**config.mk**
```make
export PLATFORM = sky130hd
export DESIGN_NAME = cigar_to_gapless_blocks_unit
export DESIGN_NICKNAME = d
export VERILOG_FILES = /design/src/c2gb_pkg.sv /design/src/cigar_to_gapless_blocks_unit.sv /design/src/c2gb_in_reg.sv /design/src/c2gb_core.sv /design/src/c2gb_trim.sv
export SDC_FILE = /design/constraint.sdc
export NUM_CORES = 2
export LEC_CHECK = 0
export BUFFER_PORTS_ARGS = -buffer_cell sky130_fd_sc_hd__buf_2
export CORE_ASPECT_RATIO = 1.25
export CORE_MARGIN = 3
export CORE_UTILIZATION = 54
export CTS_CLUSTER_DIAMETER = 200
export DETAILED_ROUTE_END_ITERATION = 16
export PLACE_DENSITY_LB_ADDON = 0.3
export SYNTH_ARGS = -nofsm -noshare
export SYNTH_HDL_FRONTEND = slang
export SYNTH_SLANG_ARGS = --single-unit
```
**constraint.sdc**
```tcl
create_clock -name clk -period 15.4 [get_ports clk]
set_input_delay 1.54 -clock clk [delete_from_list [all_inputs] [get_ports clk]]
set_output_delay 1.54 -clock clk [all_outputs]
set_load 0.02 [all_outputs]
```
**src/c2gb_pkg.sv**
```systemverilog
// Shared types and constants for the CIGAR-to-gapless-block converter.
// No dependencies; imported by every module of the block.
package c2gb_pkg;

    localparam int FIELD_W = 48;   // external coordinate and length width
    localparam int NAME_W  = 64;   // sequence name width
    localparam int OPLEN_W = 32;   // cigar op length width
    localparam int TRIM_W  = 31;   // trim register width

    // Item selector carried in tuser
    localparam logic FUNC_HDR = 1'b0;
    localparam logic FUNC_OP  = 1'b1;

    typedef enum logic [1:0] {
        OP_MATCH  = 2'd0,
        OP_INSERT = 2'd1,
        OP_DELETE = 2'd2
    } op_kind_t;

    // One input transaction after unpacking
    typedef struct packed {
        logic               func;
        logic [FIELD_W-1:0] qry_begin;
        logic [FIELD_W-1:0] qry_finish;
        logic [FIELD_W-1:0] tgt_begin;
        logic               forward_strand;
        logic [NAME_W-1:0]  query_id;
        logic [NAME_W-1:0]  target_id;
        logic [1:0]         op_kind;
        logic [OPLEN_W-1:0] op_length;
        logic               last_op;
    } item_t;

    // Alignment identity attached to a closed run
    typedef struct packed {
        logic [NAME_W-1:0] query_id;
        logic [NAME_W-1:0] target_id;
        logic              forward;
    } run_tag_t;

endpackage

```
**src/cigar_to_gapless_blocks_unit.sv**
```systemverilog
// Pipeline: a result passes through the input register, the core's record register
//   and the trim/result register.
// Throughput: one transaction per cycle unless back-pressure holds a record in the core
//   or trim stage; the core computes the next coordinates and run total combinationally.
// Reset (rst_n low, async): coordinates, run state and names clear, strand forward, trim 0.
module cigar_to_gapless_blocks_unit
    import c2gb_pkg::*;
#(
    parameter int COORD_BITS = 48   // running coordinate width, 16..63
)
(
    input  logic         clk,
    input  logic         rst_n,

    // Configuration: trim amount, written when cfg_we is high
    input  logic         cfg_we,
    input  logic [30:0]  cfg_wdata,     // trim_amount

    // Slave side
    input  logic         s_axis_tvalid,
    output logic         s_axis_tready,
    // [47:0] qry_begin, [95:48] qry_finish, [143:96] tgt_begin,
    // [144] forward_strand, [208:145] query_id, [272:209] target_id,
    // [304:273] op_length, [311:305] zero
    input  logic [311:0] s_axis_tdata,
    // [0] func, [2:1] op_kind
    input  logic [2:0]   s_axis_tuser,
    input  logic         s_axis_tlast,  // last_op

    // Master side
    output logic         m_axis_tvalid,
    input  logic         m_axis_tready,
    // [63:0] out_query_id, [127:64] out_target_id, [175:128] out_query_pos,
    // [223:176] out_target_pos, [271:224] out_length, [272] out_forward,
    // [279:273] zero
    output logic [279:0] m_axis_tdata
);

    logic [TRIM_W-1:0] trim_reg;

    item_t s_item;
    item_t a_item;
    logic  a_valid;
    logic  a_ready;

    logic                  rec_valid;
    logic                  rec_ready;
    logic [COORD_BITS-1:0] rec_qstart, rec_tstart, rec_total;
    run_tag_t              rec_tag;

    run_tag_t           res_tag;
    logic [FIELD_W-1:0] res_qpos, res_tpos, res_length;

    // Trim register; the user must change configuration only while the block is idle (not enforced here)
    always_ff @(posedge clk or negedge rst_n)
    begin
        if (!rst_n)
        begin
            trim_reg <= '0;
        end
        else if (cfg_we)
        begin
            trim_reg <= cfg_wdata;
        end
    end

    // Unpack the slave transaction
    always_comb
    begin
        s_item.func           = s_axis_tuser[0];
        s_item.op_kind        = s_axis_tuser[2:1];
        s_item.qry_begin      = s_axis_tdata[47:0];
        s_item.qry_finish     = s_axis_tdata[95:48];
        s_item.tgt_begin      = s_axis_tdata[143:96];
        s_item.forward_strand = s_axis_tdata[144];
        s_item.query_id       = s_axis_tdata[208:145];
        s_item.target_id      = s_axis_tdata[272:209];
        s_item.op_length      = s_axis_tdata[304:273];
        s_item.last_op        = s_axis_tlast;
    end

    c2gb_in_reg u_in_reg (
        .clk       (clk),
        .rst_n     (rst_n),
        .in_valid  (s_axis_tvalid),
        .in_ready  (s_axis_tready),
        .in_item   (s_item),
        .out_valid (a_valid),
        .out_ready (a_ready),
        .out_item  (a_item)
    );

    // Header / cigar op interpreter holding the running coordinates
    c2gb_core #(
        .COORD_BITS (COORD_BITS)
    ) u_core (
        .clk        (clk),
        .rst_n      (rst_n),
        .item_valid (a_valid),
        .item_ready (a_ready),
        .item       (a_item),
        .rec_valid  (rec_valid),
        .rec_ready  (rec_ready),
        .rec_qstart (rec_qstart),
        .rec_tstart (rec_tstart),
        .rec_total  (rec_total),
        .rec_tag    (rec_tag)
    );

    // Trim, filter and output register
    c2gb_trim #(
        .COORD_BITS (COORD_BITS)
    ) u_trim (
        .clk        (clk),
        .rst_n      (rst_n),
        .trim       (trim_reg),
        .rec_valid  (rec_valid),
        .rec_ready  (rec_ready),
        .rec_qstart (rec_qstart),
        .rec_tstart (rec_tstart),
        .rec_total  (rec_total),
        .rec_tag    (rec_tag),
        .res_valid  (m_axis_tvalid),
        .res_ready  (m_axis_tready),
        .res_tag    (res_tag),
        .res_qpos   (res_qpos),
        .res_tpos   (res_tpos),
        .res_length (res_length)
    );

    // Pack the master transaction
    assign m_axis_tdata = {7'd0, res_tag.forward, res_length, res_tpos, res_qpos,
                           res_tag.target_id, res_tag.query_id};

endmodule

```
**src/c2gb_in_reg.sv**
```systemverilog
// Input register stage: holds one accepted transaction for the core.
// Depends on c2gb_pkg.
module c2gb_in_reg
    import c2gb_pkg::*;
(
    input  logic  clk,
    input  logic  rst_n,
    input  logic  in_valid,
    output logic  in_ready,
    input  item_t in_item,
    output logic  out_valid,
    input  logic  out_ready,
    output item_t out_item
);

    logic  valid_reg;
    item_t item_reg;

    assign in_ready  = !valid_reg || out_ready;
    assign out_valid = valid_reg;
    assign out_item  = item_reg;

    always_ff @(posedge clk or negedge rst_n)
    begin
        if (!rst_n)
        begin
            valid_reg <= 1'b0;
        end
        else if (in_ready)
        begin
            valid_reg <= in_valid;
        end
    end

    always_ff @(posedge clk)
    begin
        if (in_ready && in_valid)
        begin
            item_reg <= in_item;
        end
    end

endmodule

```
**src/c2gb_core.sv**
```systemverilog
// Running-coordinate core: applies one header or cigar op per cycle if
// not stalled; issues a record when a run ends. Depends on c2gb_pkg.
module c2gb_core
    import c2gb_pkg::*;
#(
    parameter int COORD_BITS = 48
)
(
    input  logic                  clk,
    input  logic                  rst_n,
    input  logic                  item_valid,
    output logic                  item_ready,
    input  item_t                 item,
    output logic                  rec_valid,
    input  logic                  rec_ready,
    output logic [COORD_BITS-1:0] rec_qstart,
    output logic [COORD_BITS-1:0] rec_tstart,
    output logic [COORD_BITS-1:0] rec_total,
    output run_tag_t              rec_tag
);

    logic [COORD_BITS-1:0] qpos_reg, qpos_next;
    logic [COORD_BITS-1:0] tpos_reg, tpos_next;
    logic [COORD_BITS-1:0] run_total_reg, run_total_next;
    logic                  in_run_reg, in_run_next;
    logic                  strand_reg, strand_next;
    logic [NAME_W-1:0]     qname_reg, qname_next;
    logic [NAME_W-1:0]     tname_reg, tname_next;

    logic                  rec_valid_reg;
    logic [COORD_BITS-1:0] rec_qstart_reg, rec_tstart_reg, rec_total_reg;
    run_tag_t              rec_tag_reg;

    logic                  slot_free;
    logic                  step;
    logic [COORD_BITS-1:0] len_c;
    logic                  is_op;
    logic                  is_match;
    logic                  close_c;
    logic [COORD_BITS-1:0] total_c;
    logic [COORD_BITS-1:0] qpos_fwd, qpos_rev, qpos_after, tpos_after;

    assign slot_free  = !rec_valid_reg || rec_ready;
    assign item_ready = slot_free;
    assign step       = item_valid && slot_free;

    assign rec_valid  = rec_valid_reg;
    assign rec_qstart = rec_qstart_reg;
    assign rec_tstart = rec_tstart_reg;
    assign rec_total  = rec_total_reg;
    assign rec_tag    = rec_tag_reg;

    always_comb
    begin
        len_c    = COORD_BITS'(item.op_length);
        is_op    = (item.func == FUNC_OP);
        is_match = is_op && (item.op_kind == OP_MATCH);
        // a match extends the open run before any close
        total_c  = is_match ? (run_total_reg + len_c) : run_total_reg;
        close_c  = is_match ? item.last_op : in_run_reg;

        qpos_fwd   = qpos_reg + total_c;
        qpos_rev   = qpos_reg - total_c;
        qpos_after = !close_c ? qpos_reg : (strand_reg ? qpos_fwd : qpos_rev);
        tpos_after = close_c ? (tpos_reg + total_c) : tpos_reg;

        qpos_next      = qpos_after;
        tpos_next      = tpos_after;
        run_total_next = '0;
        in_run_next    = 1'b0;
        strand_next    = strand_reg;
        qname_next     = qname_reg;
        tname_next     = tname_reg;

        if (!is_op)
        begin
            // header: reverse strand walks down from the query end
            strand_next = item.forward_strand;
            qpos_next   = COORD_BITS'(item.forward_strand ? item.qry_begin
                                                          : item.qry_finish);
            tpos_next   = COORD_BITS'(item.tgt_begin);
            qname_next  = item.query_id;
            tname_next  = item.target_id;
        end
        else
        begin
            unique case (item.op_kind)
                OP_MATCH:
                begin
                    run_total_next = close_c ? '0 : total_c;
                    in_run_next    = !close_c;
                end
                OP_INSERT:
                begin
                    qpos_next = strand_reg ? (qpos_after + len_c)
                                           : (qpos_after - len_c);
                end
                OP_DELETE:
                begin
                    tpos_next = tpos_after + len_c;
                end
                default:
                begin
                    // unknown op only closes the open run
                end
            endcase
        end
    end

    always_ff @(posedge clk or negedge rst_n)
    begin
        if (!rst_n)
        begin
            qpos_reg      <= '0;
            tpos_reg      <= '0;
            run_total_reg <= '0;
            in_run_reg    <= 1'b0;
            strand_reg    <= 1'b1;
            qname_reg     <= '0;
            tname_reg     <= '0;
            rec_valid_reg <= 1'b0;
        end
        else
        begin
            if (step)
            begin
                qpos_reg      <= qpos_next;
                tpos_reg      <= tpos_next;
                run_total_reg <= run_total_next;
                in_run_reg    <= in_run_next;
                strand_reg    <= strand_next;
                qname_reg     <= qname_next;
                tname_reg     <= tname_next;
            end
            if (slot_free)
            begin
                rec_valid_reg <= step && close_c;
            end
        end
    end

    always_ff @(posedge clk)
    begin
        if (step && close_c)
        begin
            rec_qstart_reg      <= strand_reg ? qpos_reg : qpos_rev;
            rec_tstart_reg      <= tpos_reg;
            rec_total_reg       <= total_c;
            rec_tag_reg.query_id  <= qname_reg;
            rec_tag_reg.target_id <= tname_reg;
            rec_tag_reg.forward   <= strand_reg;
        end
    end

`ifndef SYNTH
    a_hdr_clears_run: assert property (@(posedge clk) disable iff (!rst_n)
        (step && !is_op) |=> (!in_run_reg && run_total_reg == '0))
        else $error("header left a run open");

    a_last_closes: assert property (@(posedge clk) disable iff (!rst_n)
        (step && is_match && item.last_op) |=> !in_run_reg)
        else $error("last match op did not close the run");

    a_run_opens_on_match: assert property (@(posedge clk) disable iff (!rst_n)
        $rose(in_run_reg) |-> $past(step && is_match))
        else $error("run opened without a match op");
`endif

endmodule

```
**src/c2gb_trim.sv**
```systemverilog
// Trim stage: applies the configured trim to a closed run, drops short
// blocks and holds the result register. Depends on c2gb_pkg.
module c2gb_trim
    import c2gb_pkg::*;
#(
    parameter int COORD_BITS = 48
)
(
    input  logic                  clk,
    input  logic                  rst_n,
    input  logic [TRIM_W-1:0]     trim,
    input  logic                  rec_valid,
    output logic                  rec_ready,
    input  logic [COORD_BITS-1:0] rec_qstart,
    input  logic [COORD_BITS-1:0] rec_tstart,
    input  logic [COORD_BITS-1:0] rec_total,
    input  run_tag_t              rec_tag,
    output logic                  res_valid,
    input  logic                  res_ready,
    output run_tag_t              res_tag,
    output logic [FIELD_W-1:0]    res_qpos,
    output logic [FIELD_W-1:0]    res_tpos,
    output logic [FIELD_W-1:0]    res_length
);

    localparam int CMP_W = (COORD_BITS > TRIM_W + 1) ? COORD_BITS : TRIM_W + 1;

    logic               res_valid_reg;
    run_tag_t           res_tag_reg;
    logic [FIELD_W-1:0] res_qpos_reg, res_tpos_reg, res_length_reg;

    logic [CMP_W-1:0]      total_w, twice_w, diff_w;
    logic [COORD_BITS-1:0] trim_c, qpos_c, tpos_c;
    logic                  keep;

    assign rec_ready  = !res_valid_reg || res_ready;
    assign res_valid  = res_valid_reg;
    assign res_tag    = res_tag_reg;
    assign res_qpos   = res_qpos_reg;
    assign res_tpos   = res_tpos_reg;
    assign res_length = res_length_reg;

    always_comb
    begin
        total_w = CMP_W'(rec_total);
        twice_w = CMP_W'({trim, 1'b0});
        keep    = total_w > twice_w;
        diff_w  = total_w - twice_w;
        trim_c  = COORD_BITS'(trim);
        qpos_c  = rec_qstart + trim_c;
        tpos_c  = rec_tstart + trim_c;
    end

    always_ff @(posedge clk or negedge rst_n)
    begin
        if (!rst_n)
        begin
            res_valid_reg <= 1'b0;
        end
        else if (rec_ready)
        begin
            res_valid_reg <= rec_valid && keep;
        end
    end

    always_ff @(posedge clk)
    begin
        if (rec_ready && rec_valid)
        begin
            res_tag_reg    <= rec_tag;
            res_qpos_reg   <= FIELD_W'(qpos_c);
            res_tpos_reg   <= FIELD_W'(tpos_c);
            res_length_reg <= FIELD_W'(diff_w);
        end
    end

`ifndef SYNTH
    a_len_positive: assert property (@(posedge clk) disable iff (!rst_n)
        res_valid_reg |-> (res_length_reg != '0))
        else $error("zero-length block emitted");
`endif

endmodule

```
-- Word level (Yosys, flattened, before mapping)
Cells that the tools add are included.
Widths: inputs -> output; s select.
- register bits: 1163
- input bits: 352
- output and inout port bits: 282
- logic and storage cells: 79
- $add $sub $neg: 10
- $lt $le $gt $ge: 1
- eq/ne operators: 2
- muxes and demuxes: 17
- bitwise gates (word level): 1
- reduce and logical (&&, ||, !) cells: 15
- operators with widths (operator ; number):
    $mux 48 ; 14
    $add 48x32->48 ; 3
    $add 48x31->48 ; 2
    $add 48x48->48 ; 2
    $sub 48x32->48 ; 2
    $gt 48x32->1 ; 1
    $sub 48x48->48 ; 1
    $logic_and 1x1->1 ; 6
    $logic_not 1->1 ; 4
    $logic_or 1x1->1 ; 3
    $mux 1 ; 3
    $eq 2x1->1 const B ; 1
    $eq 2x2->1 const B ; 1
    $logic_not 2->1 ; 1
    $reduce_and 2->1 ; 1
    $not 1->1 ; 1

-- Depth between registers and ports, before layout
- depth in word-level cells: 10
- gate-level depth with buffers: 45
- mapped depth without buffers: 44

-- By module
A second synthesis with hierarchy kept.
- cell total of the unflattened synthesis: 5726
- area, all modules: 63363.3 µm²
- by module, submodules not included (module ; instances ; cells an instance ; area an instance (µm²) ; seq. area each (µm²)):
    c2gb_core ; 1 ; 4115 ; 38184.1 ; 15080.7
    c2gb_trim ; 1 ; 1225 ; 14631.5 ; 8222.9
    c2gb_in_reg ; 1 ; 313 ; 9332.7 ; 9303.9
    cigar_to_gapless_blocks_unit ; 1 ; 73 ; 1214.9 ; 775.7

-- Worst setup path after synthesis
No wires, ideal clock.
- path type: in2reg
- start point: input port m_axis_tready
- end point: register u_core.rec_qstart_reg[0] (netlist: u_core.rec_qstart[0]) (enable)
- library setup time: 0.914 ns
- data arrival time: 13.677 ns
- data required time: 14.486 ns
- setup slack: 0.810 ns
- cell stages on the path: 7
- buffers on the path: 3
- cell sequence: nor2b_1 -> nand2_1 -> nand2_1 -> clkbuf_1 -> clkbuf_1 -> clkbuf_1 -> nor2_1
- cells in the longest elaborated chain, start to end: 4
- ends and longest elaborated chain (element ; line ; source):
    start, declared ; cigar_to_gapless_blocks_unit.sv:32 ; input logic m_axis_tready,
    $logic_or 1x1->1 ; c2gb_trim.sv:36 ; assign rec_ready = !res_valid_reg || res_ready;
    $logic_or 1x1->1 ; c2gb_core.sv:43 ; assign slot_free = !rec_valid_reg || rec_ready;
    $logic_and 1x1->1 ; c2gb_core.sv:45 ; assign step = item_valid && slot_free;
    $logic_and 1x1->1 ; c2gb_core.sv:144 ; if (step && close_c)
    end signal, assigned ; c2gb_core.sv:146 ; rec_qstart_reg <= strand_reg ? qpos_reg : qpos_rev;
    end, declared ; c2gb_core.sv:31 ; logic [COORD_BITS-1:0] rec_qstart_reg, rec_tstart_reg, rec_total_reg;
Every way passes these cells.
A chain may end at the register's enable or synchronous reset.

-- Worst setup path in the final report
- start point: register u_in_reg.item_reg, in the netlist u_in_reg.out_item[2]
- end point: register u_core.qpos_reg[47]
- cells in the longest elaborated chain, start to end: 9
- elaborated cells between the ends (all ways): 11
- those cells by class: 5 x add/sub; 6 x mux
- ends and longest elaborated chain (element ; line ; source):
    start, declared ; c2gb_in_reg.sv:17 ; item_t item_reg;
    start signal, assigned ; c2gb_in_reg.sv:39 ; item_reg <= in_item;
    $add 48x32->48 (*) ; c2gb_core.sv:59 ; total_c = is_match ? (run_total_reg + len_c) : run_total_reg;
    $mux 48 (*) ; c2gb_core.sv:59 ;
    named net u_core.total_c[25] ; c2gb_core.sv:40 ; logic [COORD_BITS-1:0] total_c;
    $sub 48x48->48 / $add 48x48->48 (equally long branches) ; c2gb_core.sv:63, c2gb_core.sv:62 ;
    $mux 48 (*) (2 in series) ; c2gb_core.sv:64 ; qpos_after = !close_c ? qpos_reg : (strand_reg ? qpos_fwd : qpos_rev);
    $sub 48x32->48 / $add 48x32->48 (equally long branches) ; c2gb_core.sv:96, c2gb_core.sv:95 ;
    $mux 48 ; c2gb_core.sv:95 ; qpos_next = strand_reg ? (qpos_after + len_c)
    $mux 48 (*) ; c2gb_core.sv:87 ; unique case (item.op_kind)
    $mux 48 (*) ; c2gb_core.sv:75 ; if (!is_op)
    end signal, assigned ; c2gb_core.sv:127 ; qpos_reg <= qpos_next;
    end, declared ; c2gb_core.sv:22 ; logic [COORD_BITS-1:0] qpos_reg, qpos_next;
The timed path passes the listed nets; every way through them passes the cells marked *.

==> out/results.tsv <==
metric	value	unit
crit_end	u_core.qpos_reg[47]$_DFFE_PN0P_	
synth_ff_type	edfxtp_1	
path_class	flip-flop to flip-flop	
grt_pass1_vias	44000	
power	0.00955	W
reg2reg_slack	4780	ps
critical_path.max_stage_delay	710	ps
setup_violations	0	
skew	72.3	ps
pwr-share-comb	28.4	%
slew_viol_final	0	
synth_top_area_share	41.7	%
syn2layout_area_growth	13.9	%
hold_buffers	0	
finalHoldViolations	0	
synth_commonest_cells	edfxtp_1 (855), a21oi_1 (491), nand2_1 (472), o21ai_0 (418), nor2_1 (393)	
clk_pin_slew	70	ps
routedLengthMet1	71.2	mm
setup_tns	0	ps
overflow	0	
grt_pass1_wl	256	mm
cp-startpoint	u_in_reg.out_item[2]$_DFFE_PP_	
grt_max_degree	138	
ios	634	
seqPwrFrac	40.9	%
p_per_area	136	nW/µm²
top_layer_used	met5	
reg2reg_depth	41	
rows	137	
synthTopCellsByArea	edfxtp_1 (42%), dfrtp_1 (12%), ha_1 (7.4%)	
drc	0	
p_sw	0.00312	W
synthCells	5492	
internal_power	0.00643	W
timing.slew.headroom	20.8	%
vias	44700	
grt_antenna_before_repair	48	
synth-seq-cells	1163	
layout_min_cycle_time	10620	ps
routed_wl	169	mm
port_buffers	619	
clock-root-buffer	clkbuf_16	
dp_hpwl	127	mm
crit_path_max_fanout	11	
final.period_utilization	69.0	%
max_slew.worst_pin.slew	1190	ps
die_y	384	µm
cts.sinks	1163	
syn-cell-area	61600	µm²
die_w	308	µm
crit_slowest_cell	a311oi_1	
wl_per_cell	22.2	µm
status	completed	
yosysSeqAreaShare	54.2	%
numCtsBuffers	109	
cts_tree	yes	
wl_met3	12.2	mm
synth_cell_types	102	
multi_input_area	26500	µm²
wl_met2	79.9	mm
ir_drop	0.117	mV
critPathCaptureType	flip-flop	
htreeDepth	3	
synth_edf_count	855	
drt_iter0_markers	3616	
yosysMostFrequentCell	edfxtp_1	
crit_required	16040	ps
drive_gt1_share	17.5	%
globalplace.congestion	0.950	
track_usage	28.2	%
power_leakage	28.8	nW
worstSkewPairLatency	770	ps
ant_nets	0	
power_frac_clock	30.7	%
core-area	112000	µm²
yosys.area.top_type	edfxtp_1	
avgSynthCellArea	11.2	µm²
seq_area	33400	µm²
largest_reg_flops	309	
r2r_start	u_in_reg.out_item[2]$_DFFE_PP_	
r2r-end	u_core.qpos_reg[47]$_DFFE_PN0P_	
cp.arrival	11260	ps
cts_setup_buffers	0	
placed_cells	7404	
start_util	54.8	%
drt_pre_antenna_iters	6	
max_freq	94.2	MHz
clk_path_buf_depth	3	
cts_resized	0	
fillers	8944	
synth-async-reset-ratio	26.5	%
switching_share	32.6	%
viasPerCell	5.85	
rsz0062_at_grt	false	
die_area	118000	µm²
nets	6779	
yosys_warnings	0	
cp-start-kind	flip-flop	
fin_cells	7642	
cap_viol_max_count	0	
hold_class	flip-flop to flip-flop	
## cell type report
class,instances,share of cell area [%]
timing repair buffer,664,4.97
sequential,1163,47.6
inverter,226,1.21
clock buffer,136,4.20
multi-input combinational,3892,37.8
clock inverter,72,1.48
antenna,30,0.107
tap,1459,2.60
## worst min-delay path by stage
stage | from | to | slack (ps) | cells past startpoint
final | u_core.rec_tag[8]$_DFFE_PP_ | u_trim.res_tag[8]$_DFFE_PP_ | 410 | 0
after global routing | u_core.rec_tag[2]$_DFFE_PP_ | u_trim.res_tag[2]$_DFFE_PP_ | 420 | 0
after CTS | u_core.rec_tag[8]$_DFFE_PP_ | u_trim.res_tag[8]$_DFFE_PP_ | 410 | 0
after detailed placement | u_core.rec_tag[105]$_DFFE_PP_ | u_trim.res_tag[105]$_DFFE_PP_ | 400 | 0
after global placement | u_core.rec_tag[11]$_DFFE_PP_ | u_trim.res_tag[11]$_DFFE_PP_ | 400 | 0
after floorplan | u_core.rec_tag[0]$_DFFE_PP_ | u_trim.res_tag[0]$_DFFE_PP_ | 400 | 0
## stage by stage
stage	util (%)	hold WS, ps	area [µm²]	setup WS [ps]
after floorplan	-	400	61600	810
after global placement	58.8	400	66100	4930
after detailed placement	58.8	405	66100	4900
after CTS	62.3	415	70100	4880
after global routing	62.4	419	70100	4060
final	62.4	412	70200	4780
## per-layer routing
| metal | vias to the layer above | global-route usage, % |
|---|---|---|
| met5 | - | 0 |
| met3 | 323 | 5.70 |
| met2 | 1541 | 46.3 |
| met4 | 38 | 10.7 |
| li1 | 21300 | - |
| met1 | 21500 | 37.2 |
## power by group through the flow
stage          clock network (W)  logic [W]  registers [W]
6_report                 0.00293    0.00271        0.00391
5_1_grt                  0.00311    0.00298        0.00393
4_1_cts                  0.00299    0.00268        0.00390
3_5_place_dp                   0    0.00266        0.00396
3_3_place_gp                   0    0.00263        0.00395
2_1_floorplan                  0    0.00195        0.00394
## placed cells by master (no fill, tap or decap), types with 55 or more instances in the layout
| master | n |
|---|---|
| ha_1 | 362 |
| mux2i_1 | 67 |
| o21bai_1 | 69 |
| clkbuf_16 | 109 |
| o21ai_0 | 418 |
| buf_2 | 618 |
| a21oi_1 | 491 |
| mux2_2 | 149 |
| nand2b_1 | 55 |
| edfxtp_1 | 855 |
| xnor2_1 | 267 |
| nor3_1 | 90 |
| a21o_1 | 159 |
| nand2_1 | 469 |
| xor2_1 | 141 |
| nor2_1 | 390 |
| nand3_1 | 75 |
| inv_1 | 225 |
| dfrtp_1 | 307 |
## logic make-up after synthesis
family	synth area share (%)
xor gates and xnor gates	5.80
other	0.00609
and+or+nand+nor	10.2
adders and majority gates	7.64
buffers and inverters	2.88
muxes	3.83
AOI/OAI and AO/OA	15.5
DFF	54.2
## critical path: cells and delay by family (launching register included)
| kind | cells | cell delay (ps) |
|---|---|---|
| and+or+nand+nor | 9 | 1460 |
| adders and majority gates | 3 | 1200 |
| xor gates and xnor gates | 4 | 770 |
| AOI/OAI and AO/OA | 25 | 6580 |
| DFF | 1 | 580 |
Power figures use the tool's default switching activity.
